==> config.mk <==
export PLATFORM = sky130hd
export DESIGN_NAME = multi_channel_hx711_reader_top
export DESIGN_NICKNAME = d
export VERILOG_FILES = /design/src/hx711r_pkg.sv /design/src/hx711r_lane.sv /design/src/multi_channel_hx711_reader_top.sv
export SDC_FILE = /design/constraint.sdc
export NUM_CORES = 2
export LEC_CHECK = 0
export ABC_AREA = 1
export CORE_MARGIN = 5
export CORE_UTILIZATION = 55
export CTS_CLUSTER_DIAMETER = 150
export DETAILED_ROUTE_END_ITERATION = 10
export DONT_BUFFER_PORTS = 1
export MAX_ROUTING_LAYER = met4
export PLACE_DENSITY = 0.75
export SETUP_SLACK_MARGIN = 0.1
export SLEW_MARGIN = 20
export SYNTH_ARGS = -nofsm -noshare
export SYNTH_HDL_FRONTEND = slang
export SYNTH_SLANG_ARGS = --single-unit
==> constraint.sdc <==
create_clock -name aclk -period 6 [get_ports aclk]
set_clock_uncertainty 0.2 [all_clocks]
set_input_delay 1.2 -clock aclk [delete_from_list [all_inputs] [get_ports aclk]]
set_output_delay 1.2 -clock aclk [all_outputs]
set_load 0.02 [all_outputs]
==> src/hx711r_pkg.sv <==
// ----------------------------------------------------------------------------
// hx711r_pkg
// Shared constants and types for the multi-channel load cell ADC reader.
// ----------------------------------------------------------------------------
package hx711r_pkg;
    localparam int CHANNELS    = 8;
    localparam int SAMPLE_BITS = 24;
    localparam int CH_W        = 3;
    localparam int VAL_W       = 25;
    localparam int SUM_W       = 32;

    localparam logic [1:0] OP_TICK = 2'd0;
    localparam logic [1:0] OP_READ = 2'd1;
    localparam logic [1:0] OP_ZERO = 2'd2;
    localparam logic [1:0] OP_LOAD = 2'd3;

    localparam logic [1:0] KIND_CLK  = 2'd0;
    localparam logic [1:0] KIND_MEAS = 2'd1;
    localparam logic [1:0] KIND_OFS  = 2'd2;
    localparam logic [1:0] KIND_BUSY = 2'd3;

    localparam logic [1:0] REG_GAIN  = 2'd0;
    localparam logic [1:0] REG_ZCNT  = 2'd1;
    localparam logic [1:0] REG_CHCNT = 2'd2;

    localparam logic [2:0] PH_IDLE = 3'd0;
    localparam logic [2:0] PH_WAIT = 3'd1;
    localparam logic [2:0] PH_SHIFT = 3'd2;
    localparam logic [2:0] PH_GAIN = 3'd3;
    localparam logic [2:0] PH_DIV  = 3'd4;
    localparam logic [2:0] PH_EMIT = 3'd5;

    typedef struct packed {
        logic clear;      // clear shift word
        logic clear_all;  // clear word, offset and sum
        logic shift;      // shift in data bit
        logic accum;      // add word to sum
        logic load;       // load offset from bus
        logic div_start;  // start average division
    } lane_ctl_t;
endpackage

==> src/hx711r_lane.sv <==
// ----------------------------------------------------------------------------
// hx711r_lane
// One converter channel: shift word, offset, calibration sum, serial divider.
// ----------------------------------------------------------------------------
module hx711r_lane (
    input  logic                            aclk,
    input  logic                            aresetn,
    input  hx711r_pkg::lane_ctl_t           ctl,
    input  logic                            data_bit,
    input  logic signed [hx711r_pkg::VAL_W-1:0] load_value,
    input  logic [8:0]                      divisor,
    output logic signed [hx711r_pkg::VAL_W-1:0] meas_value,
    output logic signed [hx711r_pkg::VAL_W-1:0] offset_value,
    output logic                            div_busy
);
    logic [23:0]                       word_reg;
    logic signed [hx711r_pkg::VAL_W-1:0] offset_reg;
    logic signed [hx711r_pkg::SUM_W-1:0] sum_reg;
    logic [hx711r_pkg::SUM_W-1:0]      quo_reg;
    logic [8:0]                        rem_reg;
    logic [5:0]                        cnt_reg;
    logic                              neg_reg;
    logic                              busy_reg;
    logic                              fin_reg;
    logic signed [25:0]                sat_sum;
    logic [9:0]                        trial;
    logic [hx711r_pkg::SUM_W-1:0]      mag;
    logic signed [hx711r_pkg::SUM_W-1:0] avg;

    assign sat_sum = 26'(signed'(word_reg)) + 26'(offset_reg);
    always_comb begin
        if (sat_sum > 26'sd16777215) begin
            meas_value = 25'sh0FFFFFF;
        end else if (sat_sum < -26'sd16777216) begin
            meas_value = 25'sh1000000;
        end else begin
            meas_value = sat_sum[24:0];
        end
    end
    assign mag   = sum_reg[31] ? 32'(-sum_reg) : sum_reg;
    assign trial = {rem_reg, quo_reg[31]} - {1'b0, divisor};
    // negated average, truncated toward zero
    assign avg   = neg_reg ? signed'(quo_reg) : -signed'(quo_reg);
    assign offset_value = offset_reg;
    assign div_busy     = busy_reg;

    always_ff @(posedge aclk) begin
        if (!aresetn) begin
            word_reg   <= '0;
            offset_reg <= '0;
            sum_reg    <= '0;
            busy_reg   <= 1'b0;
            fin_reg    <= 1'b0;
            cnt_reg    <= '0;
        end else begin
            if (ctl.clear || ctl.clear_all) begin
                word_reg <= '0;
            end else if (ctl.shift) begin
                word_reg <= {word_reg[22:0], data_bit};
            end
            if (ctl.clear_all) begin
                offset_reg <= '0;
                sum_reg    <= '0;
            end else begin
                if (ctl.load) begin
                    offset_reg <= load_value;
                end else if (fin_reg) begin
                    offset_reg <= avg[24:0];
                end
                if (ctl.accum) begin
                    sum_reg <= sum_reg + 32'(signed'(word_reg));
                end
            end
            fin_reg <= busy_reg && !ctl.div_start && (cnt_reg == 6'd1);
            if (ctl.div_start) begin
                quo_reg  <= mag;
                rem_reg  <= '0;
                neg_reg  <= sum_reg[31];
                cnt_reg  <= 6'd32;
                busy_reg <= 1'b1;
            end else if (busy_reg) begin
                if (!trial[9]) begin
                    rem_reg <= trial[8:0];
                    quo_reg <= {quo_reg[30:0], 1'b1};
                end else begin
                    rem_reg <= {rem_reg[7:0], quo_reg[31]};
                    quo_reg <= {quo_reg[30:0], 1'b0};
                end
                cnt_reg <= cnt_reg - 6'd1;
                if (cnt_reg == 6'd1) begin
                    busy_reg <= 1'b0;
                end
            end
        end
    end
endmodule

==> src/multi_channel_hx711_reader_top.sv <==
// ----------------------------------------------------------------------------
// multi_channel_hx711_reader_top
// Results: a tick's result is registered in the cycle after its transfer; a
// run end emits one result per active channel, one per cycle while results
// are taken; a calibration end runs a 32-step serial divide, then emits offsets.
// Throughput: one tick per cycle while results are taken; input stalls during
// result bursts and the divide. Reset: synchronous active-low aresetn; idle,
// offsets and sums cleared, registers to gain 128, zero count 1, 8 channels.
// ----------------------------------------------------------------------------
module multi_channel_hx711_reader_top (
    input  logic               aclk,
    input  logic               aresetn,
    input  logic               psel,
    input  logic               penable,
    input  logic               pwrite,
    input  logic [3:0]         paddr,
    input  logic [31:0]        pwdata,
    output logic [31:0]        prdata,
    output logic               pready,
    input  logic               s_valid,
    output logic               s_ready,
    input  logic [1:0]         s_op,
    input  logic [7:0]         s_data_lines,
    input  logic [2:0]         s_offset_channel,
    input  logic signed [24:0] s_offset_value,
    output logic               m_valid,
    input  logic               m_ready,
    output logic               m_clock_level,
    output logic [1:0]         m_kind,
    output logic [2:0]         m_result_channel,
    output logic signed [24:0] m_value,
    output logic               m_last
);
    localparam int N = hx711r_pkg::CHANNELS;
    logic [1:0] gain_reg;
    logic [7:0] zcnt_reg;
    logic [3:0] chcnt_reg;
    logic [2:0] phase_reg;
    logic [4:0] pulse_reg;
    logic       clk_reg;
    logic       zero_reg;
    logic [7:0] zdone_reg;
    logic [2:0] emit_reg;
    logic [1:0] ekind_reg;
    logic [3:0] n_act;
    logic [7:0] mask;
    logic [1:0] extra;
    logic [7:0] zdone_inc;
    logic       wr;
    logic       acc;
    logic       div_go;
    logic       emit_fire;
    hx711r_pkg::lane_ctl_t ctl [N];
    logic signed [24:0] meas [N];
    logic signed [24:0] ofs [N];
    logic [N-1:0]       busy;
    logic [8:0]         divisor;
    logic [2:0]         addr_ch;
    // output register
    logic        ov_reg;
    logic        oc_reg;
    logic [1:0]  ok_reg;
    logic [2:0]  och_reg;
    logic [24:0] oval_reg;
    logic        ol_reg;
    logic        out_free;

    assign pready = 1'b1;
    assign wr = psel && penable && pwrite;
    always_ff @(posedge aclk) begin
        if (!aresetn) begin
            gain_reg <= '0; zcnt_reg <= 8'd1; chcnt_reg <= 4'd8;
        end else if (wr) begin
            unique case (paddr[3:2])
                hx711r_pkg::REG_GAIN:  if (pwdata[1:0] != 2'd3) gain_reg <= pwdata[1:0];
                hx711r_pkg::REG_ZCNT:  zcnt_reg <= pwdata[7:0];
                hx711r_pkg::REG_CHCNT: chcnt_reg <= pwdata[3:0];
                default: ;
            endcase
        end
    end
    always_comb begin
        unique case (paddr[3:2])
            hx711r_pkg::REG_GAIN:  prdata = {30'd0, gain_reg};
            hx711r_pkg::REG_ZCNT:  prdata = {24'd0, zcnt_reg};
            hx711r_pkg::REG_CHCNT: prdata = {28'd0, chcnt_reg};
            default:               prdata = '0;
        endcase
    end

    assign n_act = (chcnt_reg == 4'd0) ? 4'd1 : (chcnt_reg > 4'd8) ? 4'd8 : chcnt_reg;
    assign mask  = 8'((9'd1 << n_act) - 9'd1);
    assign extra = (gain_reg == 2'd1) ? 2'd3 : (gain_reg == 2'd2) ? 2'd2 : 2'd1;
    assign zdone_inc = zdone_reg + 8'd1;
    assign divisor = (zdone_reg == 8'd0) ? 9'd256 : {1'b0, zdone_reg};

    assign out_free = !ov_reg || m_ready;
    assign s_ready  = out_free && (phase_reg != hx711r_pkg::PH_DIV)
                      && (phase_reg != hx711r_pkg::PH_EMIT);
    assign acc = s_valid && s_ready;
    assign emit_fire = (phase_reg == hx711r_pkg::PH_EMIT) && out_free;
    assign addr_ch = s_offset_channel;

    logic gain_end;
    assign gain_end = acc && s_op == hx711r_pkg::OP_TICK && phase_reg == hx711r_pkg::PH_GAIN
                      && clk_reg && (pulse_reg + 5'd1 >= {3'd0, extra});
    assign div_go = gain_end && zero_reg && !(zdone_inc != 8'd0 && zdone_inc < zcnt_reg);

    always_comb begin
        for (int i = 0; i < N; i++) begin
            ctl[i] = '0;
            if (acc && phase_reg == hx711r_pkg::PH_IDLE) begin
                ctl[i].clear     = (s_op == hx711r_pkg::OP_READ);
                ctl[i].clear_all = (s_op == hx711r_pkg::OP_ZERO) && zcnt_reg != 8'd0;
                ctl[i].load      = (s_op == hx711r_pkg::OP_LOAD) && addr_ch == 3'(i);
            end
            if (acc && s_op == hx711r_pkg::OP_TICK) begin
                if (phase_reg == hx711r_pkg::PH_WAIT && (s_data_lines & mask) == 8'd0)
                    ctl[i].clear = 1'b1;
                if (phase_reg == hx711r_pkg::PH_SHIFT && clk_reg)
                    ctl[i].shift = 1'b1;
                if (gain_end && zero_reg && 4'(i) < n_act)
                    ctl[i].accum = 1'b1;
            end
        end
    end

    logic [N-1:0] dstart_reg;
    // divide runs after sums settle: its start is registered, so it comes in the cycle after the accumulate
    genvar g;
    generate
        for (g = 0; g < N; g++) begin : g_lane
            hx711r_pkg::lane_ctl_t c;
            always_comb begin
                c = ctl[g];
                c.div_start = dstart_reg[g];
            end
            hx711r_lane u_lane (
                .aclk(aclk), .aresetn(aresetn), .ctl(c),
                .data_bit(s_data_lines[g]), .load_value(s_offset_value),
                .divisor(divisor), .meas_value(meas[g]), .offset_value(ofs[g]),
                .div_busy(busy[g])
            );
        end
    endgenerate

    logic               div_wait_reg;
    always_ff @(posedge aclk) begin
        if (!aresetn) begin
            dstart_reg <= '0;
            div_wait_reg <= 1'b0;
        end else begin
            dstart_reg <= div_go ? '1 : '0;
            div_wait_reg <= (dstart_reg != '0) ? 1'b1 : (busy == '0 ? 1'b0 : div_wait_reg);
        end
    end

    always_ff @(posedge aclk) begin
        if (!aresetn) begin
            phase_reg <= hx711r_pkg::PH_IDLE; pulse_reg <= '0; clk_reg <= 1'b0;
            zero_reg <= 1'b0; zdone_reg <= '0; emit_reg <= '0; ekind_reg <= '0;
            ov_reg <= 1'b0;
        end else begin
            if (ov_reg && m_ready) ov_reg <= 1'b0;
            if (acc) begin
                ov_reg <= 1'b1; ok_reg <= hx711r_pkg::KIND_CLK; och_reg <= '0;
                oval_reg <= '0; ol_reg <= 1'b0; oc_reg <= clk_reg;
                if (phase_reg != hx711r_pkg::PH_IDLE && s_op != hx711r_pkg::OP_TICK) begin
                    ok_reg <= hx711r_pkg::KIND_BUSY;
                end else begin
                    unique case (phase_reg)
                        hx711r_pkg::PH_IDLE: begin
                            clk_reg <= 1'b0; oc_reg <= 1'b0;
                            if (s_op == hx711r_pkg::OP_READ) begin
                                zero_reg <= 1'b0; phase_reg <= hx711r_pkg::PH_WAIT;
                            end else if (s_op == hx711r_pkg::OP_ZERO && zcnt_reg != 8'd0) begin
                                zero_reg <= 1'b1; zdone_reg <= '0;
                                phase_reg <= hx711r_pkg::PH_WAIT;
                            end
                        end
                        hx711r_pkg::PH_WAIT: begin
                            if ((s_data_lines & mask) == 8'd0) begin
                                clk_reg <= 1'b1; oc_reg <= 1'b1; pulse_reg <= '0;
                                phase_reg <= hx711r_pkg::PH_SHIFT;
                            end
                        end
                        hx711r_pkg::PH_SHIFT: begin
                            clk_reg <= !clk_reg; oc_reg <= !clk_reg;
                            if (clk_reg) begin
                                if (pulse_reg == 5'(hx711r_pkg::SAMPLE_BITS - 1)) begin
                                    pulse_reg <= '0; phase_reg <= hx711r_pkg::PH_GAIN;
                                end else begin
                                    pulse_reg <= pulse_reg + 5'd1;
                                end
                            end
                        end
                        hx711r_pkg::PH_GAIN: begin
                            clk_reg <= !clk_reg; oc_reg <= !clk_reg;
                            if (clk_reg) begin
                                pulse_reg <= pulse_reg + 5'd1;
                                if (gain_end) begin
                                    pulse_reg <= '0;
                                    if (!zero_reg) begin
                                        ov_reg <= 1'b0; emit_reg <= '0;
                                        ekind_reg <= hx711r_pkg::KIND_MEAS;
                                        phase_reg <= hx711r_pkg::PH_EMIT;
                                    end else begin
                                        zdone_reg <= zdone_inc;
                                        if (div_go) begin
                                            ov_reg <= 1'b0;
                                            phase_reg <= hx711r_pkg::PH_DIV;
                                        end else begin
                                            phase_reg <= hx711r_pkg::PH_WAIT;
                                        end
                                    end
                                end
                            end
                        end
                        default: ;
                    endcase
                end
            end
            if (phase_reg == hx711r_pkg::PH_DIV && dstart_reg == '0 && busy == '0
                && !div_wait_reg) begin
                emit_reg <= '0; ekind_reg <= hx711r_pkg::KIND_OFS;
                phase_reg <= hx711r_pkg::PH_EMIT;
            end
            if (emit_fire) begin
                ov_reg <= 1'b1; oc_reg <= 1'b0; ok_reg <= ekind_reg;
                och_reg <= emit_reg;
                oval_reg <= (ekind_reg == hx711r_pkg::KIND_MEAS) ? meas[emit_reg]
                                                                  : ofs[emit_reg];
                ol_reg <= (4'(emit_reg) + 4'd1 == n_act);
                emit_reg <= emit_reg + 3'd1;
                if (4'(emit_reg) + 4'd1 == n_act) begin
                    phase_reg <= hx711r_pkg::PH_IDLE; zero_reg <= 1'b0;
                end
            end
        end
    end

    assign m_valid          = ov_reg;
    assign m_clock_level    = oc_reg;
    assign m_kind           = ok_reg;
    assign m_result_channel = och_reg;
    assign m_value          = oval_reg;
    assign m_last           = ol_reg;
endmodule

# Word-level counts from Yosys, hierarchy flattened
# Index checks and enable logic that the tools add are counted.
# word_totals
ff_bits	1127
input_bits	81
word_cells	621
# op_classes
n_mux	243
order_cmp	28
shift	1
n_reduce_logical	148
n_addsub	53
bitwise	5
n_eq_ne	44
# op_table
operator	n
$mux W25	47
$mux W32	24
$add A32 B24 Y32	8
$neg A32 Y32	8
$add A24 B25 Y26	8
$gt A26 B25 Y1 const B	8
$lt A26 B25 Y1 const B	8
$neg A25 Y25	8
$mux W9	17
$bmux W25 S3	2
$mux W6	16
$sub A10 B9 Y10	8
$mux W1	74
$mux W3	24
$logic_and A1 B1 Y1	54
$eq A6 B1 Y1 const B	8
$mux W8	6
$reduce_bool A2 Y1	24
$sub A6 B1 Y6 const B	8
$mux W2	21
$reduce_and A2 Y1	19
$logic_not A8 Y1	4
$mux W5	5
$pmux W8 S3	1
44 further kinds	112

# Logic depth before layout (Yosys ltp)
# depth
ltp_word	21
mapped_depth	21

# Modules after synthesis
# A second synthesis with hierarchy kept.
# hier_totals
cells_unflattened	15140
area_unflattened_um2	95207.6
# modules_own_cells
mod	seq_area_each_um2	cells_per_inst	instances	area_each_um2
hx711r_lane at g_lane[0].u_lane ...	3042.9	1736	6	10969.3
hx711r_lane at g_lane[2].u_lane	3042.9	1724	1	10959.3
hx711r_lane at g_lane[7].u_lane	3042.9	1725	1	10934.2
multi_channel_hx711_reader_top	1761.7	1275	1	7498.4

# Worst setup path before layout
# Ideal clock, no wire load.
# synth_timing
path_kind	input port to flip-flop
start	in aresetn
end	reg g_lane[3].u_lane.quo_reg[0] (netlist name), enable pin
stages	4
path_slack_ps	1547
arrival_ps	3798
setup_time_ps	455
cell_sequence	clkbuf_1 -> inv_1 -> clkbuf_1 -> a21oi_1
# synth_between
elab_chain_cells	1
# synth_lines
item	line	text
start: declaration	multi_channel_hx711_reader_top.sv:12	input logic aresetn,
$reduce_and A2 Y1 (no line)	--	
end signal: assignment	hx711r_lane.sv:76	quo_reg <= mag;
end signal: assignment	hx711r_lane.sv:84	quo_reg <= {quo_reg[30:0], 1'b1};
end signal: assignment	hx711r_lane.sv:87	quo_reg <= {quo_reg[30:0], 1'b0};
end: declaration	hx711r_lane.sv:19	logic [hx711r_pkg::SUM_W-1:0] quo_reg;
# Every way passes these cells.
# A chain may end at the register's enable or synchronous reset.

# Worst setup path after layout
# layout_timing
start	reg zdone_reg[0]
end	reg g_lane[2].u_lane.rem_reg[8] (data pin)
# layout_between
elab_chain_cells	5
# layout_lines
item	line	text
start: declaration	multi_channel_hx711_reader_top.sv:42	logic [7:0] zdone_reg;
start signal: assignment	multi_channel_hx711_reader_top.sv:208	zdone_reg <= zdone_inc;
$logic_not A8 Y1	multi_channel_hx711_reader_top.sv:95	assign divisor = (zdone_reg == 8'd0) ? 9'd256 : {1'b0, zdone_reg};
$mux W9 (*)	multi_channel_hx711_reader_top.sv:95	
$sub A10 B9 Y10 (*)	hx711r_lane.sv:41	assign trial = {rem_reg, quo_reg[31]} - {1'b0, divisor};
$mux W9 (*)	hx711r_lane.sv:82	if (!trial[9]) begin
$mux W9 (*)	hx711r_lane.sv:81	end else if (busy_reg) begin
end signal: assignment	hx711r_lane.sv:83	rem_reg <= trial[8:0];
end signal: assignment	hx711r_lane.sv:86	rem_reg <= {rem_reg[7:0], quo_reg[31]};
end: declaration	hx711r_lane.sv:20	logic [8:0] rem_reg;
# Every way passes the cells marked *; elsewhere a longest branch is shown, timed or not. The select of a mux whose other input is x is not followed.

==> metrics.yaml <==
outcome: "completed"
yosysTopAreaCell: "dfxtp_1"
globalRoute.totalOverflow: 0
hpwl_mm: 263
place_ws_ns: 0.792
avgSynthCellArea_um2: 6.79
power_density_nw_per_um2: 190
tightest_slew_ns: 1.12
netlist_area_um2: 86000
p_clk_share_pct: 49.8
coreArea_um2: 156000
ys_ff_latch: 1120
power_switching_uw: 4350
fin_crit_sh_pct: 89.5
clk_pin_slew_ns: 0.06
synth_area_leaders: "dfxtp_1 (18%), nand2_1 (13%), edfxtp_1 (13%)"
io_buffers: 0
grtUsageMet1_pct: 53.7
grtUsageTotal_pct: 41.3
setup_slack_ns: 0.632
grt_busiest_layer: "met2"
drcViolationCount: 0
cts_root_buffer: "clkbuf_16"
dpl.cell_count: 14335
leakage_uw: 0.0412
cp.arrival_ns: 5.72
p_int_uw: 13200
ant_nets: 0
grt_pass1_wl_mm: 504
cp-start-kind: "flop"
drt-initial-drc-count: 11953
ctsResizeCount: 0
final_cell_mix: "nand2_1 (3031), a21oi_1 (1267), inv_1 (1249)"
post-cts-setup-buffers: 0
p_seq_share_pct: 45.1
die_w_um: 405
io_pins: 148
vias: 89627
final_common_cell: "nand2_1"
cts_hold_buf: 0
final.fill_count: 14739
met2_usage_pct: 60.5
slew_headroom_pct: 25.5
gp_congestion: 1.10
comb_power_share_pct: 5.1
wl_per_cell_um: 23.4
synth_cell_types: 64
clk_latency_ns: 0.80
critPathMaxFanout: 14
netlist_instances: 12657
rsz0062_at_grt: "false"
cts_sinks: 1120
area_growth_pct: 7.22
initial_utilization_pct: 55.2
synth_edf_count: 368
clockBufferDepth: 3
grt_pass1_vias: 81746
hold_viol: 0
path_class: "flop to flop"
drive_gt1_share_pct: 3.69
cap_violations: 0
yosysSeqAreaShare_pct: 30.4
required_ns: 6.35
die_area_um2: 164000
worst_setup_path_end_kind: "flop"
dr.pass1.iters: 7
instances_no_fill: 14630
hp-class: "flop to flop"
async_flop_share_pct: 0
final.setup.tns_ns: 0
layout.core_utilization_pct: 59.1
setup_viol: 0
cts-buffers-inserted: 134
die_y_um: 405
via_per_inst: 6.13
peakVddDrop_mv: 0.288
power_uw: 17500
drt_wl_total_mm: 343
synth_top_area_share_pct: 17.5
fin_crit_ns: 5.37
clock.fmax_ghz: 0.186
h-tree-depth: 4
grt_max_degree: 210
num_rows: 145
synthFlopType: "dfxtp_1"
switching_share_pct: 24.9
drv_slew: 0
nNetsFinal: 13085
cts_tree: "built"
use_met3_pct: 9.34
yosys_warnings: 0
antenna_found_initial: 30
==> cells by family after synthesis <==
kind of cell | after synthesis | synth area share [%]
simple gates | 5545 | 26.9
compound gates | 2958 | 19.1
buf+inv | 1765 | 8.01
flops | 1120 | 30.4
xor+xnor | 676 | 6.89
fa+ha+maj | 591 | 8.81
other cells | 2 | 0.00874
==> cell type report <==
cell class	instances	area [um2]	share of cell area (%)
multi-input cells	9796	53200	57.7
flip-flops and latches	1120	26100	28.3
inverters	1283	4840	5.25
clock buffers	178	3800	4.12
well taps	2058	2570	2.79
clock inverters	68	843	0.915
repair buffers	78	711	0.771
diodes	49	123	0.133
==> worst max-delay path, cell delays in order (launching register included) <==
cell and delay, ns:
dfxtp_1 0.73, inv_1 0.18, ha_1 0.25, inv_1 0.07, nor4_1 0.07, nor2_1 0.12
buf_4 0.28, inv_1 0.32, ha_1 0.39, nand2_1 0.05, o21ai_0 0.28, nand2_1 0.10
nand2_1 0.10, a21oi_1 0.07, o21bai_1 0.20, nand2_1 0.08, nand2_1 0.06, a21oi_1 0.07
or2_2 0.27, nand2_1 0.65, inv_1 0.33, nor2_1 0.18, nor2_1 0.06
==> through the flow <==
| stage | hold slack (ns) | cell area (um2) |
|---|---|---|
| 2_1_floorplan | 0.206 | 86100 |
| 3_3_place_gp | 0.255 | 87400 |
| 3_5_place_dp | 0.271 | 87400 |
| 4_1_cts | 0.278 | 92000 |
| 5_1_grt | 0.308 | 92100 |
| 6_report | 0.285 | 92200 |
==> power by group through the flow <==
stage | Combinational [uW] | Sequential [uW] | Clock, uW
final | 897 | 7900 | 8710
after global routing | 966 | 7890 | 9080
after global placement | 836 | 8060 | 0
after detailed placement | 868 | 8060 | 0
after floorplan | 610 | 8040 | 0
after CTS | 874 | 7890 | 8750
==> worst paths after layout <==
kind,startpoint,end,slack (ns),depth (start not counted)
setup / recovery,zdone_reg[0],g_lane[2].u_lane.rem_reg[8],0.63,22
hold / removal,pulse_reg[3],pulse_reg[3],0.28,2
setup reg to reg,zdone_reg[0],g_lane[2].u_lane.rem_reg[8],0.63,22
hold reg to reg,pulse_reg[3],pulse_reg[3],0.28,2
==> routing by layer <==
| layer | vias up | wire length, um |
|---|---|---|
| li1 | 42202 | - |
| met1 | 41876 | 139000 |
| met2 | 4636 | 144000 |
| met3 | 913 | 38400 |
| met4 | 0 | 20400 |
| met5 | - | 0 |
==> cells in the mapped netlist, drive strengths merged (24+ instances only) <==
| cell type | n |
|---|---|
| a21o | 53 |
| o21ai | 1024 |
| nand4 | 120 |
| a31oi | 204 |
| xnor2 | 188 |
| buf | 162 |
| nor3 | 170 |
| nor2 | 1170 |
| a21oi | 1270 |
| a221oi | 92 |
| inv | 1274 |
| fa | 24 |
| clkbuf | 320 |
| nand2 | 3045 |
| or2 | 81 |
| nand3 | 837 |
| o21a | 41 |
| dfxtp | 752 |
| xor2 | 488 |
| o21bai | 71 |
| ha | 567 |
| nor4 | 72 |
| edfxtp | 368 |
| o211ai | 85 |
| o31ai | 25 |
(Power assumes the default switching activity.)
